$ cat config.mk
export PLATFORM = sky130hd
export DESIGN_NAME = adp_fifo
export DESIGN_NICKNAME = d
export VERILOG_FILES = /design/src/hdl/adp_fifo.sv
export SDC_FILE = /design/constraint.sdc
export NUM_CORES = 1
export LEC_CHECK = 0
export ABC_AREA = 1
export BUFFER_PORTS_ARGS = -buffer_cell sky130_fd_sc_hd__buf_2
export CORE_ASPECT_RATIO = 0.75
export CORE_UTILIZATION = 44
export CTS_CLUSTER_SIZE = 20
export DETAILED_ROUTE_END_ITERATION = 6
export PLACE_DENSITY = 0.71
export SLEW_MARGIN = 30
export SYNTH_ARGS = -nofsm -noshare
export SYNTH_HDL_FRONTEND = slang
export SYNTH_SLANG_ARGS = --single-unit
$ cat constraint.sdc
create_clock -name clk_i -period 1.4 [get_ports clk_i]
set_clock_uncertainty 0.15 [all_clocks]
set_input_delay 0.14 -clock clk_i [delete_from_list [all_inputs] [get_ports clk_i]]
set_output_delay 0.14 -clock clk_i [all_outputs]
set_load 0.02 [all_outputs]
$ cat src/hdl/adp_fifo.sv
// adp_fifo: two-entry queue between the front and the back
// depends on nothing
module adp_fifo #(
  parameter int unsigned WIDTH = 8
) (
  input  logic             clk_i,
  input  logic             rst_ni,
  input  logic             in_valid_i,
  output logic             in_ready_o,
  input  logic [WIDTH-1:0] in_data_i,
  output logic             out_valid_o,
  input  logic             out_ready_i,
  output logic [WIDTH-1:0] out_data_o
);

  logic [WIDTH-1:0] mem_q [2];
  logic             wr_ptr_q;
  logic             rd_ptr_q;
  logic [1:0]       count_q;
  logic             push;
  logic             pop;

  assign in_ready_o  = (count_q != 2'd2);
  assign out_valid_o = (count_q != 2'd0);
  assign out_data_o  = mem_q[rd_ptr_q];
  assign push        = in_valid_i && in_ready_o;
  assign pop         = out_valid_o && out_ready_i;

  // storage
  always_ff @(posedge clk_i) begin
    if (push) mem_q[wr_ptr_q] <= in_data_i;
  end

  // pointers and fill level
  always_ff @(posedge clk_i or negedge rst_ni) begin
    if (!rst_ni) begin
      wr_ptr_q <= 1'b0;
      rd_ptr_q <= 1'b0;
      count_q  <= 2'd0;
    end else begin
      if (push) wr_ptr_q <= ~wr_ptr_q;
      if (pop)  rd_ptr_q <= ~rd_ptr_q;
      case ({push, pop})
        2'b10:   count_q <= count_q + 2'd1;
        2'b01:   count_q <= count_q - 2'd1;
        default: count_q <= count_q;
      endcase
    end
  end

endmodule

**Word level (Yosys, flattened, before mapping)**

Memories as Yosys holds them, arrays and structs flattened.
Cells that the tools add are included.

- Flip-flop bits (word level): 4
- RAM bits: 16
- Bits of input ports: 12
- Output and inout bits: 10
- Memories: 1

Memory list:

| name | depth | bits a word | rd ports | clocked after Yosys merged registers in | wr ports | line | source |
|---|---|---|---|---|---|---|---|
| mem_q | 2 | 8 | 1 | 0 | 1 | 16 | `logic [WIDTH-1:0] mem_q [2];` |

- $add $sub $neg: 2
- Eq/ne operators: 3
- Muxes and demuxes: 3
- Bitwise gates (word level): 2
- Reductions and logical operators: 4

Operators by type and width:

| cell | number |
|---|---|
| case mux 2 bit (2 select lines) | 1 |
| nonzero test 2 bit | 2 |
| adder 2 x 1 -> 2 bit, second input constant | 1 |
| equality test 2 x 1 -> 1 bit, second input constant | 1 |
| equality test 2 bit, second input constant | 1 |
| logical AND 1 bit | 2 |
| two-way mux 1 bit | 2 |
| != test 2 bit, second input constant | 1 |
| inverter 1 bit | 2 |
| subtractor 2 x 1 -> 2 bit, second input constant | 1 |

**Longest topological paths before layout**

- Word-level depth: 4
- Depth in mapped cells: 10

**Worst setup path after synthesis**

No wires, ideal clock.

- Path kind: flip-flop to flip-flop
- From: register count_q[0]
- To: memory mem_q[0][0], enable pin
- Arrival time: 985 ps
- Data required time: 880 ps
- Setup slack: -105 ps
- Cell stages (with the launch flop): 5
- Path buffers: 0
- Period minus slack after synthesis: 1505 ps
- Path through: dfrtp_1 > inv_2 > nand2_4 > nand2_4 > nor2_1

- Longest elaborated chain between the ends: 4

RTL lines:

| item | line | source |
|---|---|---|
| start: declaration | 19 | `logic [1:0] count_q;` |
| start signal: assignment | 44 | `2'b10: count_q <= count_q + 2'd1;` |
| start signal: assignment | 45 | `2'b01: count_q <= count_q - 2'd1;` |
| start signal: assignment | 46 | `default: count_q <= count_q;` |
| != test 2 bit | 23 | `assign in_ready_o = (count_q != 2'd2);` |
| named net in_ready_o | 9 | `output logic in_ready_o,` |
| logical AND 1 bit | 26 | `assign push = in_valid_i && in_ready_o;` |
| two-way mux 1 bit | 31 | `if (push) mem_q[wr_ptr_q] <= in_data_i;` |
| two-way mux 1 bit (not written as such) | 31 |  |
| end: declaration | 16 |  |

The timed path passes the listed nets, and every way through them passes these cells.

**Worst setup path after layout**

- From: register rd_ptr_q
- To: output out_data_o[6]

- Longest elaborated chain between the ends: 1

RTL lines:

| item | line | source |
|---|---|---|
| start: declaration | 18 | `logic rd_ptr_q;` |
| start signal: assignment | 42 | `if (pop) rd_ptr_q <= ~rd_ptr_q;` |
| memory (2 x 8 bit) | n/a |  |
| end: declaration | 13 | `output logic [WIDTH-1:0] out_data_o` |

Every way passes these cells.

==> metrics.md <==
| Metric | Value |
|---|---|
| Status | `complete, but fails checks` |
| Failing checks | `negative setup slack` |
| Initial antenna violation count | `0` |
| Total GRT Usage | `17.4%` |
| Layout cells sized above 1 | `54.8%` |
| Hold_ws | `0.0340 ns` |
| Clock latency at the later pin of the worst-skew pair | `0.29 ns` |
| Final wirelength | `1.62 mm` |
| Synthesized instance count | `71` |
| Syn. warnings | `0` |
| CP Max Fanout | `6` |
| Mux contribution to synthesized area | `0%` |
| Synth Area in Compound Gates | `0.610%` |
| Area share of fa/ha/maj cells after synthesis | `1.52%` |
| Final ANT Viol Nets | `0` |
| Via density | `4.67` |
| Fin Setup TNS | `-0.237 ns` |
| Seq pwr share | `35.0%` |
| Slew Limit Fails | `0` |
| LEAKAGE | `0.572 nW` |
| RD Place Congestion | `0.838` |
| Xor/xnor share of the synthesized area | `1.07%` |
| Tot Pwr | `0.00268 W` |
| Net Switching | `0.00108 W` |
| Slew margin rel. | `82.8%` |
| MaxCap Viol Count | `0` |
| DR pass1 iterations | `4` |
| Data arrival, critical path | `1.16 ns` |
| Die Wd | `51.9 um` |
| Vias | `640` |
| Final Cycle Share | `103%` |
| Achievable Freq | `692 MHz` |
| Ports | `22` |
| # rows | `13` |
| Worst vdd ir | `0.00145 V` |
| Core area | `0.00174 mm^2` |
| Initial detailed-routing violation count | `13` |
| Starting density of the core | `47.2%` |
| # setup viols final | `9` |
| Top Family by Delay on Critical Path | `flip-flops` |
| Chip height | `39.4 um` |
| Net Sw Frac | `40.2%` |
| Share of total power in the clock network | `9.8%` |
| Combinational share of power | `55.2%` |
| CP Launch Type | `flop` |
| Syn Nets | `84` |
| Unrepaired setup endpoints after global routing | `true` |
| Total grt overflow | `0` |
| Sequential share of the synthesized area | `70.7%` |
| Final net count | `129` |
| Post-Place Cell Area | `998 um^2` |
| Mean Syn Cell Area | `11.6 um^2` |
| First-pass GRT wire length | `2.28 mm` |
| Fin crit period | `1.45 ns` |
| Simple-gate share of the synthesized area | `22.0%` |
| Worst setup margin | `-0.0455 ns` |
| Fin area | `0.00129 mm^2` |
| H-tree depth | `1` |
| Max stage delay on crit path | `0.46 ns` |
| Cell Area, Synth | `821 um^2` |
| CTS clk-pin slew, worst paths | `0.10 ns` |
| Int Pwr | `0.00160 W` |
| Clock root buffer | `clkbuf_4` |
| CP required | `1.11 ns` |
| Ant diodes | `0` |
| Post-place setup slack | `-0.00290 ns` |
| TritonCTS clock tree | `built` |
| Hold Crit Class | `in -> async` |
| CP endpoint kind | `primary output` |
| Clock tree buffer depth | `2` |
| Critical path's slowest cell | `dfrtp_2` |
| Critical Path, Cell by Cell | `buf_6 > nand2_4 > nand2_2 > buf_6` |
| Worst slew pin tran | `0.258 ns` |
| DR WL/cell | `11.9 um` |
| Worst Path Buf+Inv | `2` |
| Vias in the first global route | `552` |
| HPWL reported at the end of detailed placement | `903 um` |
| Cell Pwr Density | `2070 mW/mm^2` |
| CTS sink cnt | `20` |
| Final hold vios | `0` |
| Synth Register Bits | `20` |
| Residual DRC | `0` |
| Largest family of logic cells by synthesized area | `simple AND/OR/NAND/NOR gates` |
| Cell variety after synth | `15` |
| Die area | `0.00204 mm^2` |
| WS Path Type | `reg -> out` |
| Total CTS buffers | `3` |
| Worst path most repeated cell | `buf_6` |
| Largest net degree at the start of global routing | `12` |
| Layout area overhead | `57.8%` |
| IO buf count | `21` |
==> through the flow <==
step | util [%] | std cells
floorplan | - | 71
global placement | 57.4 | 117
detailed placement | 57.4 | 117
CTS | 69.9 | 133
global route | 74.4 | 137
finish | 74.4 | 137
==> per-layer routing <==
layer	track usage [%]	vias up	share of wire, %
met2	29.8	29	50
met5	0	-	0
met3	6.98	4	7.0
li1	-	321	-
met4	10.1	0	2.2
met1	18.3	286	41
==> kinds of logic (layout without fill, tap and decap cells) <==
family / after synthesis / in the layout
AND/OR/NAND/NOR: 40 / 41
flip-flops: 20 / 20
buffers and inverters: 8 / 51
adder cells (fa/ha/maj): 1 / 1
AO/OA/AOI/OAI: 1 / 1
XOR/XNOR: 1 / 1
==> area by class of cell <==
type / count / area (um^2)
Sequential cell: 20 / 583
Fill cell: 114 / 445
Timing Repair Buffer: 40 / 333
Multi-Input combinational cell: 44 / 294
Inverter: 7 / 31.3
Tap cell: 22 / 27.5
Clock buffer: 3 / 22.5
Clock inverter: 1 / 3.75
==> worst register-to-register path, stage by stage (launching register included) <==
cell	delay [ns]
dfrtp_2	0.45
inv_2	0.09
nand2_4	0.06
nand2_4	0.06
inv_2	0.04
ha_4	0.21
inv_2	0.06
nand3_1	0.08
nand2_1	0.07
nand2_1	0.04
==> power groups by stage <==
stage / clock (W) / sequential (W) / combinational, W
2_1_floorplan: 0 / 0.000902 / 0.000713
3_3_place_gp: 0 / 0.000924 / 0.000982
3_5_place_dp: 0 / 0.000925 / 0.00101
4_1_cts: 0.000271 / 0.000925 / 0.00128
5_1_grt: 0.000293 / 0.000958 / 0.00159
6_report: 0.000262 / 0.000939 / 0.00148
==> placed cells by master (no fill, tap or decap), types with 2 or more instances in the layout <==
| cell | n |
|---|---|
| dfrtp_1 | 2 |
| inv_1 | 2 |
| edfxtp_1 | 16 |
| nand2_4 | 4 |
| buf_2 | 13 |
| clkbuf_4 | 3 |
| dfrtp_2 | 2 |
| dlygate4sd3_1 | 11 |
| buf_6 | 10 |
| nand2_2 | 15 |
| nand2_1 | 14 |
| nand3_1 | 2 |
| nor2_2 | 2 |
| buf_4 | 6 |
| inv_2 | 4 |
==> path summary, 6_finish.rpt <==
check,start,depth (start not counted),slack [ns],end
hold reg to reg,count_q[1],2,0.41,count_q[1]
setup / recovery,rd_ptr_q,4,-0.05,out_data_o[6]
min in group clk_i,count_q[1],2,0.41,count_q[1]
max in group asynchronous,rst_ni,2,0.93,rd_ptr_q
hold / removal,rst_ni,2,0.03,count_q[1]
setup reg to reg,count_q[1],9,-0.01,count_q[1]
==> synth_stat cells (all sizes together) <==
library cell	count	area, um^2
a21oi	1	5.00
nor2	3	18.8
xnor2	1	8.76
nand2	34	145
edfxtp	16	480
inv	7	26.3
nand4	1	6.26
dfrtp	4	100
nand3	2	10.0
buf	1	7.51
ha	1	12.5
==> registers in the layout, indices dropped and copies added (netlist names) <==
register,cells
mem_q,16
count_q,2
rd_ptr_q,1
wr_ptr_q,1
==> repair_timing <==
item	4_1_cts	5_1_grt
hold buffers	11	0
setup endpoints to repair	9	19
pin swaps	7	5
gates resized for setup	27	16
gates cloned	0	1
setup buffers	1	3
endpoints found under the hold margin	22	0
(Power assumes the default switching activity.)
