**config.mk**
```make
export PLATFORM = sky130hd
export DESIGN_NAME = adp_front_flat
export DESIGN_NICKNAME = d
export VERILOG_FILES = /design/src/hdl/adp_pkg.sv /design/src/hdl/adp_if.sv /design/src/hdl/adp_front.sv /design/src/flat_wrapper.sv
export SDC_FILE = /design/constraint.sdc
export NUM_CORES = 1
export LEC_CHECK = 0
export ABC_CLOCK_PERIOD_IN_PS = 6950
export BUFFER_PORTS_ARGS = -buffer_cell sky130_fd_sc_hd__buf_4
export CAP_MARGIN = 20
export CORE_ASPECT_RATIO = 1.75
export CORE_MARGIN = 5
export CORE_UTILIZATION = 34
export CTS_BUF_LIST = sky130_fd_sc_hd__clkbuf_16
export CTS_CLUSTER_DIAMETER = 40
export DETAILED_ROUTE_END_ITERATION = 10
export REMOVE_ABC_BUFFERS = 1
export SYNTH_ARGS = -nofsm -noshare
export SYNTH_HDL_FRONTEND = slang
export SYNTH_SLANG_ARGS = --single-unit
```
**constraint.sdc**
```tcl
create_clock -name clk_i -period 6.95 [get_ports clk_i]
set_clock_uncertainty 0.05 [all_clocks]
set_input_delay 1.39 -clock clk_i [delete_from_list [all_inputs] [get_ports clk_i]]
set_output_delay 1.39 -clock clk_i [all_outputs]
set_load 0.02 [all_outputs]
```
**src/hdl/adp_pkg.sv**
```systemverilog
// adp_pkg: shared constants, register codes and the configuration struct
// of the adagrad parameter update block
// depends on nothing
package adp_pkg;

  // default storage sizes
  localparam int unsigned TENSORS_DEF  = 16;
  localparam int unsigned ELEMENTS_DEF = 65536;

  // accumulated square width, unsigned Q32.16
  localparam int unsigned SUM_W = 48;

  // configuration port
  localparam int unsigned CFG_IDX_W = 3;
  localparam int unsigned CFG_DAT_W = 32;

  localparam logic [CFG_IDX_W-1:0] REG_LEARN_RATE = 3'd0;
  localparam logic [CFG_IDX_W-1:0] REG_RATE_DECAY = 3'd1;
  localparam logic [CFG_IDX_W-1:0] REG_DECAY_WGT  = 3'd2;
  localparam logic [CFG_IDX_W-1:0] REG_EPSILON    = 3'd3;
  localparam logic [CFG_IDX_W-1:0] REG_MAXIMIZE   = 3'd4;
  localparam logic [CFG_IDX_W-1:0] REG_REG_MODE   = 3'd5;

  // reset values
  localparam logic [31:0] LEARN_RATE_RST = 32'd655;
  localparam logic [15:0] EPSILON_RST    = 16'd1;

  // 1.0 in Q16.16, and the full scale of the sum
  localparam logic [64:0]      ONE_Q16 = 65'h1_0000;
  localparam logic [SUM_W-1:0] SUM_MAX = '1;

  typedef struct packed {
    logic [31:0] learn_rate;
    logic [31:0] rate_decay;
    logic [31:0] decay_wgt;
    logic [15:0] epsilon;
    logic        maximize;
    logic        l2_mode;
  } cfg_t;

endpackage

```
**src/hdl/adp_if.sv**
```systemverilog
// adp_if: handshake channels of the adagrad parameter update block
// request, response and configuration write; no dependencies
interface adp_req_if;
  logic               valid;
  logic               ready;
  logic        [3:0]  tensor_index;
  logic        [15:0] element_index;
  logic               first_of_tensor;
  logic signed [31:0] param_value;
  logic signed [31:0] grad_value;

  modport source (output valid, tensor_index, element_index, first_of_tensor,
                  param_value, grad_value, input ready);
  modport sink   (input valid, tensor_index, element_index, first_of_tensor,
                  param_value, grad_value, output ready);
endinterface


```
**src/hdl/adp_front.sv**
```systemverilog
// adp_front: takes request transactions, folds the indices into range
// and hands packed items to the queue; uses adp_pkg and adp_req_if
module adp_front
  import adp_pkg::*;
#(
  parameter int unsigned TENSORS  = TENSORS_DEF,
  parameter int unsigned ELEMENTS = ELEMENTS_DEF,
  localparam int unsigned TW     = (TENSORS > 1) ? $clog2(TENSORS) : 1,
  localparam int unsigned EW     = (ELEMENTS > 1) ? $clog2(ELEMENTS) : 1,
  localparam int unsigned ITEM_W = TW + EW + 1 + 64
) (
  input  logic              clk_i,
  input  logic              rst_ni,
  adp_req_if.sink           req,
  input  logic              clear_busy_i,
  output logic              push_valid_o,
  input  logic              push_ready_i,
  output logic [ITEM_W-1:0] push_data_o
);

  typedef enum logic [1:0] {F_IDLE, F_REDUCE, F_PUSH} f_state_e;

  f_state_e           state_q;
  logic        [3:0]  t_q;
  logic        [15:0] e_q;
  logic               first_q;
  logic signed [31:0] p_q;
  logic signed [31:0] g_q;
  logic        [3:0]  j_q;

  logic [39:0] t_lim;
  logic [47:0] e_lim;
  logic        t_ge;
  logic        e_ge;

  // shifted modulus for this reduction step
  always_comb begin
    t_lim = 40'(TENSORS) << j_q;
    e_lim = 48'(ELEMENTS) << j_q;
    t_ge  = {36'd0, t_q} >= t_lim;
    e_ge  = {32'd0, e_q} >= e_lim;
  end

  assign req.ready    = (state_q == F_IDLE) && !clear_busy_i;
  assign push_valid_o = (state_q == F_PUSH);
  assign push_data_o  = {TW'(t_q), EW'(e_q), first_q, p_q, g_q};

  // capture, reduce one shifted modulus a cycle, then push
  always_ff @(posedge clk_i or negedge rst_ni) begin
    if (!rst_ni) begin
      state_q <= F_IDLE;
      j_q     <= '0;
    end else begin
      case (state_q)
        F_IDLE: begin
          if (req.valid && req.ready) begin
            t_q     <= req.tensor_index;
            e_q     <= req.element_index;
            first_q <= req.first_of_tensor;
            p_q     <= req.param_value;
            g_q     <= req.grad_value;
            j_q     <= 4'd15;
            state_q <= F_REDUCE;
          end
        end
        F_REDUCE: begin
          if (t_ge) t_q <= t_q - t_lim[3:0];
          if (e_ge) e_q <= e_q - e_lim[15:0];
          j_q <= j_q - 4'd1;
          if (j_q == 4'd0) state_q <= F_PUSH;
        end
        F_PUSH: begin
          if (push_ready_i) state_q <= F_IDLE;
        end
        default: state_q <= F_IDLE;
      endcase
    end
  end

endmodule

```
**src/flat_wrapper.sv**
```systemverilog
// flat-port wrapper written by rule: the top's interface ports become plain ports
module adp_front_flat import adp_pkg::*;
#(
  parameter int unsigned TENSORS  = TENSORS_DEF,
  parameter int unsigned ELEMENTS = ELEMENTS_DEF,
  localparam int unsigned TW     = (TENSORS > 1) ? $clog2(TENSORS) : 1,
  localparam int unsigned EW     = (ELEMENTS > 1) ? $clog2(ELEMENTS) : 1,
  localparam int unsigned ITEM_W = TW + EW + 1 + 64
)
  (clk_i, rst_ni, clear_busy_i, push_valid_o, push_ready_i, push_data_o, req_valid, req_tensor_index, req_element_index, req_first_of_tensor, req_param_value, req_grad_value, req_ready);
  adp_req_if req_i ();
  input  logic clk_i;
  input  logic rst_ni;
  input  logic clear_busy_i;
  output logic push_valid_o;
  input  logic push_ready_i;
  output logic [ITEM_W-1:0] push_data_o;
  input wire logic [$bits(req_i.valid)-1:0] req_valid;
  input wire logic [$bits(req_i.tensor_index)-1:0] req_tensor_index;
  input wire logic [$bits(req_i.element_index)-1:0] req_element_index;
  input wire logic [$bits(req_i.first_of_tensor)-1:0] req_first_of_tensor;
  input wire logic [$bits(req_i.param_value)-1:0] req_param_value;
  input wire logic [$bits(req_i.grad_value)-1:0] req_grad_value;
  output wire logic [$bits(req_i.ready)-1:0] req_ready;
  assign req_i.valid = req_valid;
  assign req_i.tensor_index = req_tensor_index;
  assign req_i.element_index = req_element_index;
  assign req_i.first_of_tensor = req_first_of_tensor;
  assign req_i.param_value = req_param_value;
  assign req_i.grad_value = req_grad_value;
  assign req_ready = req_i.ready;
  adp_front #(.TENSORS(TENSORS), .ELEMENTS(ELEMENTS)) u_core (.clk_i(clk_i), .rst_ni(rst_ni), .req(req_i), .clear_busy_i(clear_busy_i), .push_valid_o(push_valid_o), .push_ready_i(push_ready_i), .push_data_o(push_data_o));
endmodule
```
* Word level (Yosys, flattened, before mapping)
Cells that the tools add are included.
** Storage, ports and cells
- Bits of input ports :: 90
- Memory bits (read-only) :: 0
- Output and inout bits :: 87
- Bits in writable memories :: 0
- Register bits :: 91
- Bits in latches :: 0
- Memories kept :: 0
- Word-level logic and storage cells :: 44
** Cells by class
- Multipliers :: 0
- Shift-type cells :: 2
- Muxes and demuxes :: 12
- Bitwise gates (word level) :: 0
- Add/sub/neg operators :: 3
- Reduce and logical (&&, ||, !) cells :: 11
- Magnitude comparators :: 2
- Divide/modulo/power cells :: 0
- Equality and inequality tests :: 7
** Operators with widths (count)
- 16-bit by 48-bit greater-or-equal comparator with 1-bit output :: 1
- 17-bit by 4-bit << shifter with 48-bit output (first input constant) :: 1
- 4-bit by 40-bit greater-or-equal comparator with 1-bit output :: 1
- 5-bit by 4-bit << shifter with 40-bit output (first input constant) :: 1
- 16-bit 2-to-1 mux :: 2
- 16-bit case mux with 2 select lines :: 1
- 4-bit case mux with 2 select lines :: 2
- 16-bit subtractor :: 1
- 4-bit 2-to-1 mux :: 3
- 2-bit by 1-bit != test with 1-bit output (second input constant) :: 4
- 4-bit AND reduction :: 2
- 2-bit 2-to-1 mux :: 3
- 2-bit case mux with 3 select lines :: 1
- 3-bit AND reduction :: 2
- 4-bit zero test :: 1
- 4-bit by 1-bit subtractor with 4-bit output (second input constant) :: 1
- 4-bit subtractor :: 1
- 2-bit by 1-bit equality test with 1-bit output (second input constant) :: 1
- 2-bit equality test (second input constant) :: 1
- 1-bit logical AND :: 2
- 2-bit zero test :: 1
- 2-bit != test (second input constant) :: 1
- 2-bit AND reduction :: 1
- 2-bit nonzero test :: 1
- 1-bit zero test :: 1

* Logic depth before layout (Yosys ltp)
- Depth in word-level cells :: 5
- Mapped depth :: 6
- Depth with buffers taken out :: 5

* Least setup slack after synthesis
No wires, ideal clock.
- Path kind :: input-to-reg
- From :: input clear_busy_i
- To :: register u_core.first_q (enable)
- Buffers on the path :: 0
- Arrival :: 5.553 ns
- Data required time :: 6.374 ns
- Setup time :: 0.526 ns
- Setup slack :: 0.821 ns
- Stages on the path :: 2
- Path through :: or4b_4 -> nor4b_2
** Between the ends
- Longest elaborated chain between the ends :: 4
** RTL lines
- start, declared :: line flat_wrapper.sv:14 : input logic clear_busy_i;
- 1-bit zero test :: line adp_front.sv:44 : assign req.ready = (state_q == F_IDLE) && !clear_busy_i;
- 1-bit logical AND :: line adp_front.sv:44
- 1-bit logical AND :: line adp_front.sv:56 : if (req.valid && req.ready) begin
- 3-bit AND reduction (no source line)
- end signal, assigned :: line adp_front.sv:59 : first_q <= req.first_of_tensor;
- end, declared :: line adp_front.sv:26 : logic first_q;
No other way between the ends.
A chain may end at the register's enable or synchronous reset.

* Worst setup path after layout
- From :: input clear_busy_i
- To :: output req_ready
** Between the ends
- Longest elaborated chain between the ends :: 2
** RTL lines
- 1-bit zero test :: line adp_front.sv:44
- 1-bit logical AND :: line adp_front.sv:44
- end, declared :: line flat_wrapper.sv:24 : output wire logic [$bits(req_i.ready)-1:0] req_ready;
No other way between the ends.

==> results by group <==
Synthesis
  • Cell Area, Synth: 3230 µm²
  • Synthesis-stage register bit count: 91
  • Mapped Cells: 182
  • Syn_area_per_cell: 17.7 µm²
  • YS warnings: 0
  • Part of the Yosys area used for sequential elements: 83.8%
  • Post-synth cell types: 25

Pwr
  • Maximum VDD drop: 176 µV
  • Clock share of power: 28.7%
  • Leak: 2.10 nW
  • P_int: 1.05 mW
  • Pwr Density: 296 nW/µm²
  • NetSw: 0.408 mW
  • Comb power frac: 21.9%
  • Flop pwr share: 49.4%
  • Switch share: 27.9%

Placed design
  • HPWL Detailed: 5960 µm
  • Post-Place Cells: 475
  • Area post-placement: 4680 µm²
  • GPL Wtd Cong: 0.772
  • Port Buffers: 176

Floorplanning
  • Die area: 11600 µm²
  • Io pins: 177
  • Die span in x: 83.6 µm
  • Effective utilization at floorplan: 34.5%
  • Std cell rows: 47
  • Placeable core area: 9350 µm²
  • Height of the die: 139 µm

Drt
  • Detailed-route via count: 2132
  • First drt pass iteration count: 4
  • Antenna viol nets, final: 0
  • Final wirelength: 7660 µm
  • Initial drt markers: 116
  • Detailed-route DRC error count: 0
  • Routed WL per cell: 15.6 µm
  • Via-per-instance ratio: 4.35

Setup path
  • CP dominant cell by count: buf_4
  • Critical Path RT: 5510 ps
  • Worst flop-to-flop path endpoint: u_core.p_q[16]$_DFFE_PP_
  • RR Startpoint: u_core.state_q[1]$_DFFE_PN0P_
  • Worst setup EP type: output pin
  • Reg-to-reg slack, setup: 4390 ps
  • Slowest cell on the critical path: nor3_1
  • Worst path arrival time: 1920 ps
  • Crit-path cells: buf_4, nor3_1, buf_4
  • Crit-path max cell delay: 210 ps
  • Crit Path Max Fanout: 3
  • Setup crit start kind: primary input
  • Delay-heaviest family, CP: buffers and inverters
  • Buf/Inv on CP: 2
  • Reg2reg path depth: 3
  • Critical path class: in -> out

Status
  • Status: finished, final reports clean

STA
  • Max_slew headroom: 44.5%
  • Hold WS: 493 ps
  • Final critical-path required period: 3360 ps
  • Fmax: 0.298 GHz
  • Final setup TNS: 0 ps
  • RSZ-0062 raised after global routing: false
  • Hold Fails Final Rpt: 0
  • Tightest Pin Transition: 833 ps
  • Final setup viols: 0
  • Final Max Slew Viols: 0
  • Final critical-path share of the clock period: 48.3%

Cells and area
  • Design Area, Final: 4940 µm²
  • Share of cells above drive strength 1: 53.3%
  • Area Overhead vs Synth: 53.3%
  • Diode count: 0
  • Final Util: 52.9%
  • Post-Layout Cell Count: 490
  • Number of nets in the layout: 459

GRT
  • Global route overflow: 0
  • Initial antenna violation count: 0
  • Gr usage total: 12.8%
  • Largest net degree at the start of global routing: 66
  • Vias in the first global route: 2114
  • First-pass GRT wire length: 11400 µm

Worst hold path
  • Worst hold-check path type: reg -> reg
  • Min-Delay Endpoint: u_core.e_q[10]$_DFFE_PP_
  • Hold_sp: u_core.e_q[10]$_DFFE_PP_
  • Worst hold path depth: 2

CTS
  • Setup Buffers After CTS: 0
  • Sinks on Clock Net: 91
  • Clock Pin Slew Worst Setup and Hold Paths: 60 ps
  • H-tree levels: 3
  • Hold_buf cts: 0
  • Clk root buf: clkbuf_16
  • Clock Path Buffers: 2
  • CTS tree: yes
  • CTS Buf Count: 9
  • # resized after CTS: 0
  • Clock Latency Late Sink: 330 ps

Run
  • Max_cap viols: 0
-- routing by layer --
metal | vias to the layer above | global-route usage [%] | wire (µm)
met5 | - | 0 | 0
met4 | 0 | 5.51 | 136
met3 | 12 | 5.59 | 687
met2 | 119 | 22.2 | 4120
met1 | 976 | 13.3 | 2710
li1 | 1025 | - | -
-- logic make-up (layout without fill, tap and decap cells) --
group / Yosys count / count (layout) / share of synthesized area, %
buffers and inverters: 10 / 196 / 1.63
AOI/OAI and AO/OA: 8 / 8 / 1.47
adders and majority gates: 5 / 5 / 1.94
and+or+nand+nor: 68 / 68 / 11.2
DFF: 91 / 91 / 83.8
-- worst min-delay path, cell delays in order, from the launching register on --
cell	delay, ps
edfxtp_1	340
nand2_1	50
nand2_1	50
-- power by group through the flow --
stage	logic [mW]	registers (mW)	clock network, mW
after floorplan	0.137	0.769	0
after global placement	0.320	0.731	0
after detailed placement	0.330	0.733	0
after CTS	0.329	0.723	0.438
after global routing	0.354	0.729	0.462
final	0.321	0.722	0.420
-- synth_stat cells (all sizes together) --
master | number | share of area [%]
inv | 3 | 0.35
and2 | 6 | 1.2
nor3 | 6 | 0.93
edfxtp | 85 | 79
a21oi | 2 | 0.31
and3 | 2 | 0.39
buf | 5 | 1.0
a22o | 1 | 0.27
or4b | 2 | 0.74
nand2 | 42 | 4.9
nor3b | 1 | 0.23
and2b | 1 | 0.23
o21ai | 5 | 0.89
ha | 5 | 1.9
nor2b | 1 | 0.19
clkbuf | 2 | 0.23
nand2b | 1 | 0.19
and3b | 2 | 0.54
nor4b | 4 | 1.7
dfrtp | 6 | 4.7
-- flip-flops by register name, indices dropped and copies added, names as in the netlist --
name            flops
u_core.g_q         32
u_core.j_q          4
u_core.p_q         32
u_core.e_q         16
u_core.first_q      1
u_core.t_q          4
u_core.state_q      2
-- final cells by class --
class / instances / area (µm²)
inverter: 3 / 11.3
multi-input combinational: 81 / 479
timing repair buffer: 178 / 1340
clock buffer: 9 / 225
tap: 122 / 153
clock inverter: 6 / 36.3
sequential: 91 / 2700
fill: 825 / 4410
-- through the flow --
step	power, mW	setup WS (ps)
after global routing	1.55	3580
after floorplan	0.906	821
after CTS	1.49	3590
final	1.46	3590
after global placement	1.05	3500
after detailed placement	1.06	3490
-- cell usage in the layout, fill, tap and decap left out, drive strengths merged --
cell type / n
o21ai: 5
nor4b: 4
nor2b: 1
clkinv: 2
and2b: 1
nand2: 42
clkbuf: 9
edfxtp: 85
a22o: 1
nand2b: 1
a21oi: 2
and3b: 2
nor3: 6
dfrtp: 6
buf: 178
ha: 5
or4b: 2
clkinvlp: 2
and2: 6
and3: 2
inv: 5
nor3b: 1
-- worst max path at each step --
stage                       startpoint                        to  slack [ps]  depth (start not counted)
after detailed placement  clear_busy_i   u_core.p_q[4]$_DFFE_PP_        3490                          4
final                     clear_busy_i                 req_ready        3590                          3
after CTS                 clear_busy_i                 req_ready        3590                          3
after global placement    clear_busy_i   u_core.p_q[4]$_DFFE_PP_        3500                          4
after global routing      clear_busy_i                 req_ready        3580                          3
after floorplan           clear_busy_i  u_core.first_q$_DFFE_PP_         820                          2
Note: power is estimated with default switching activity, not from simulation.
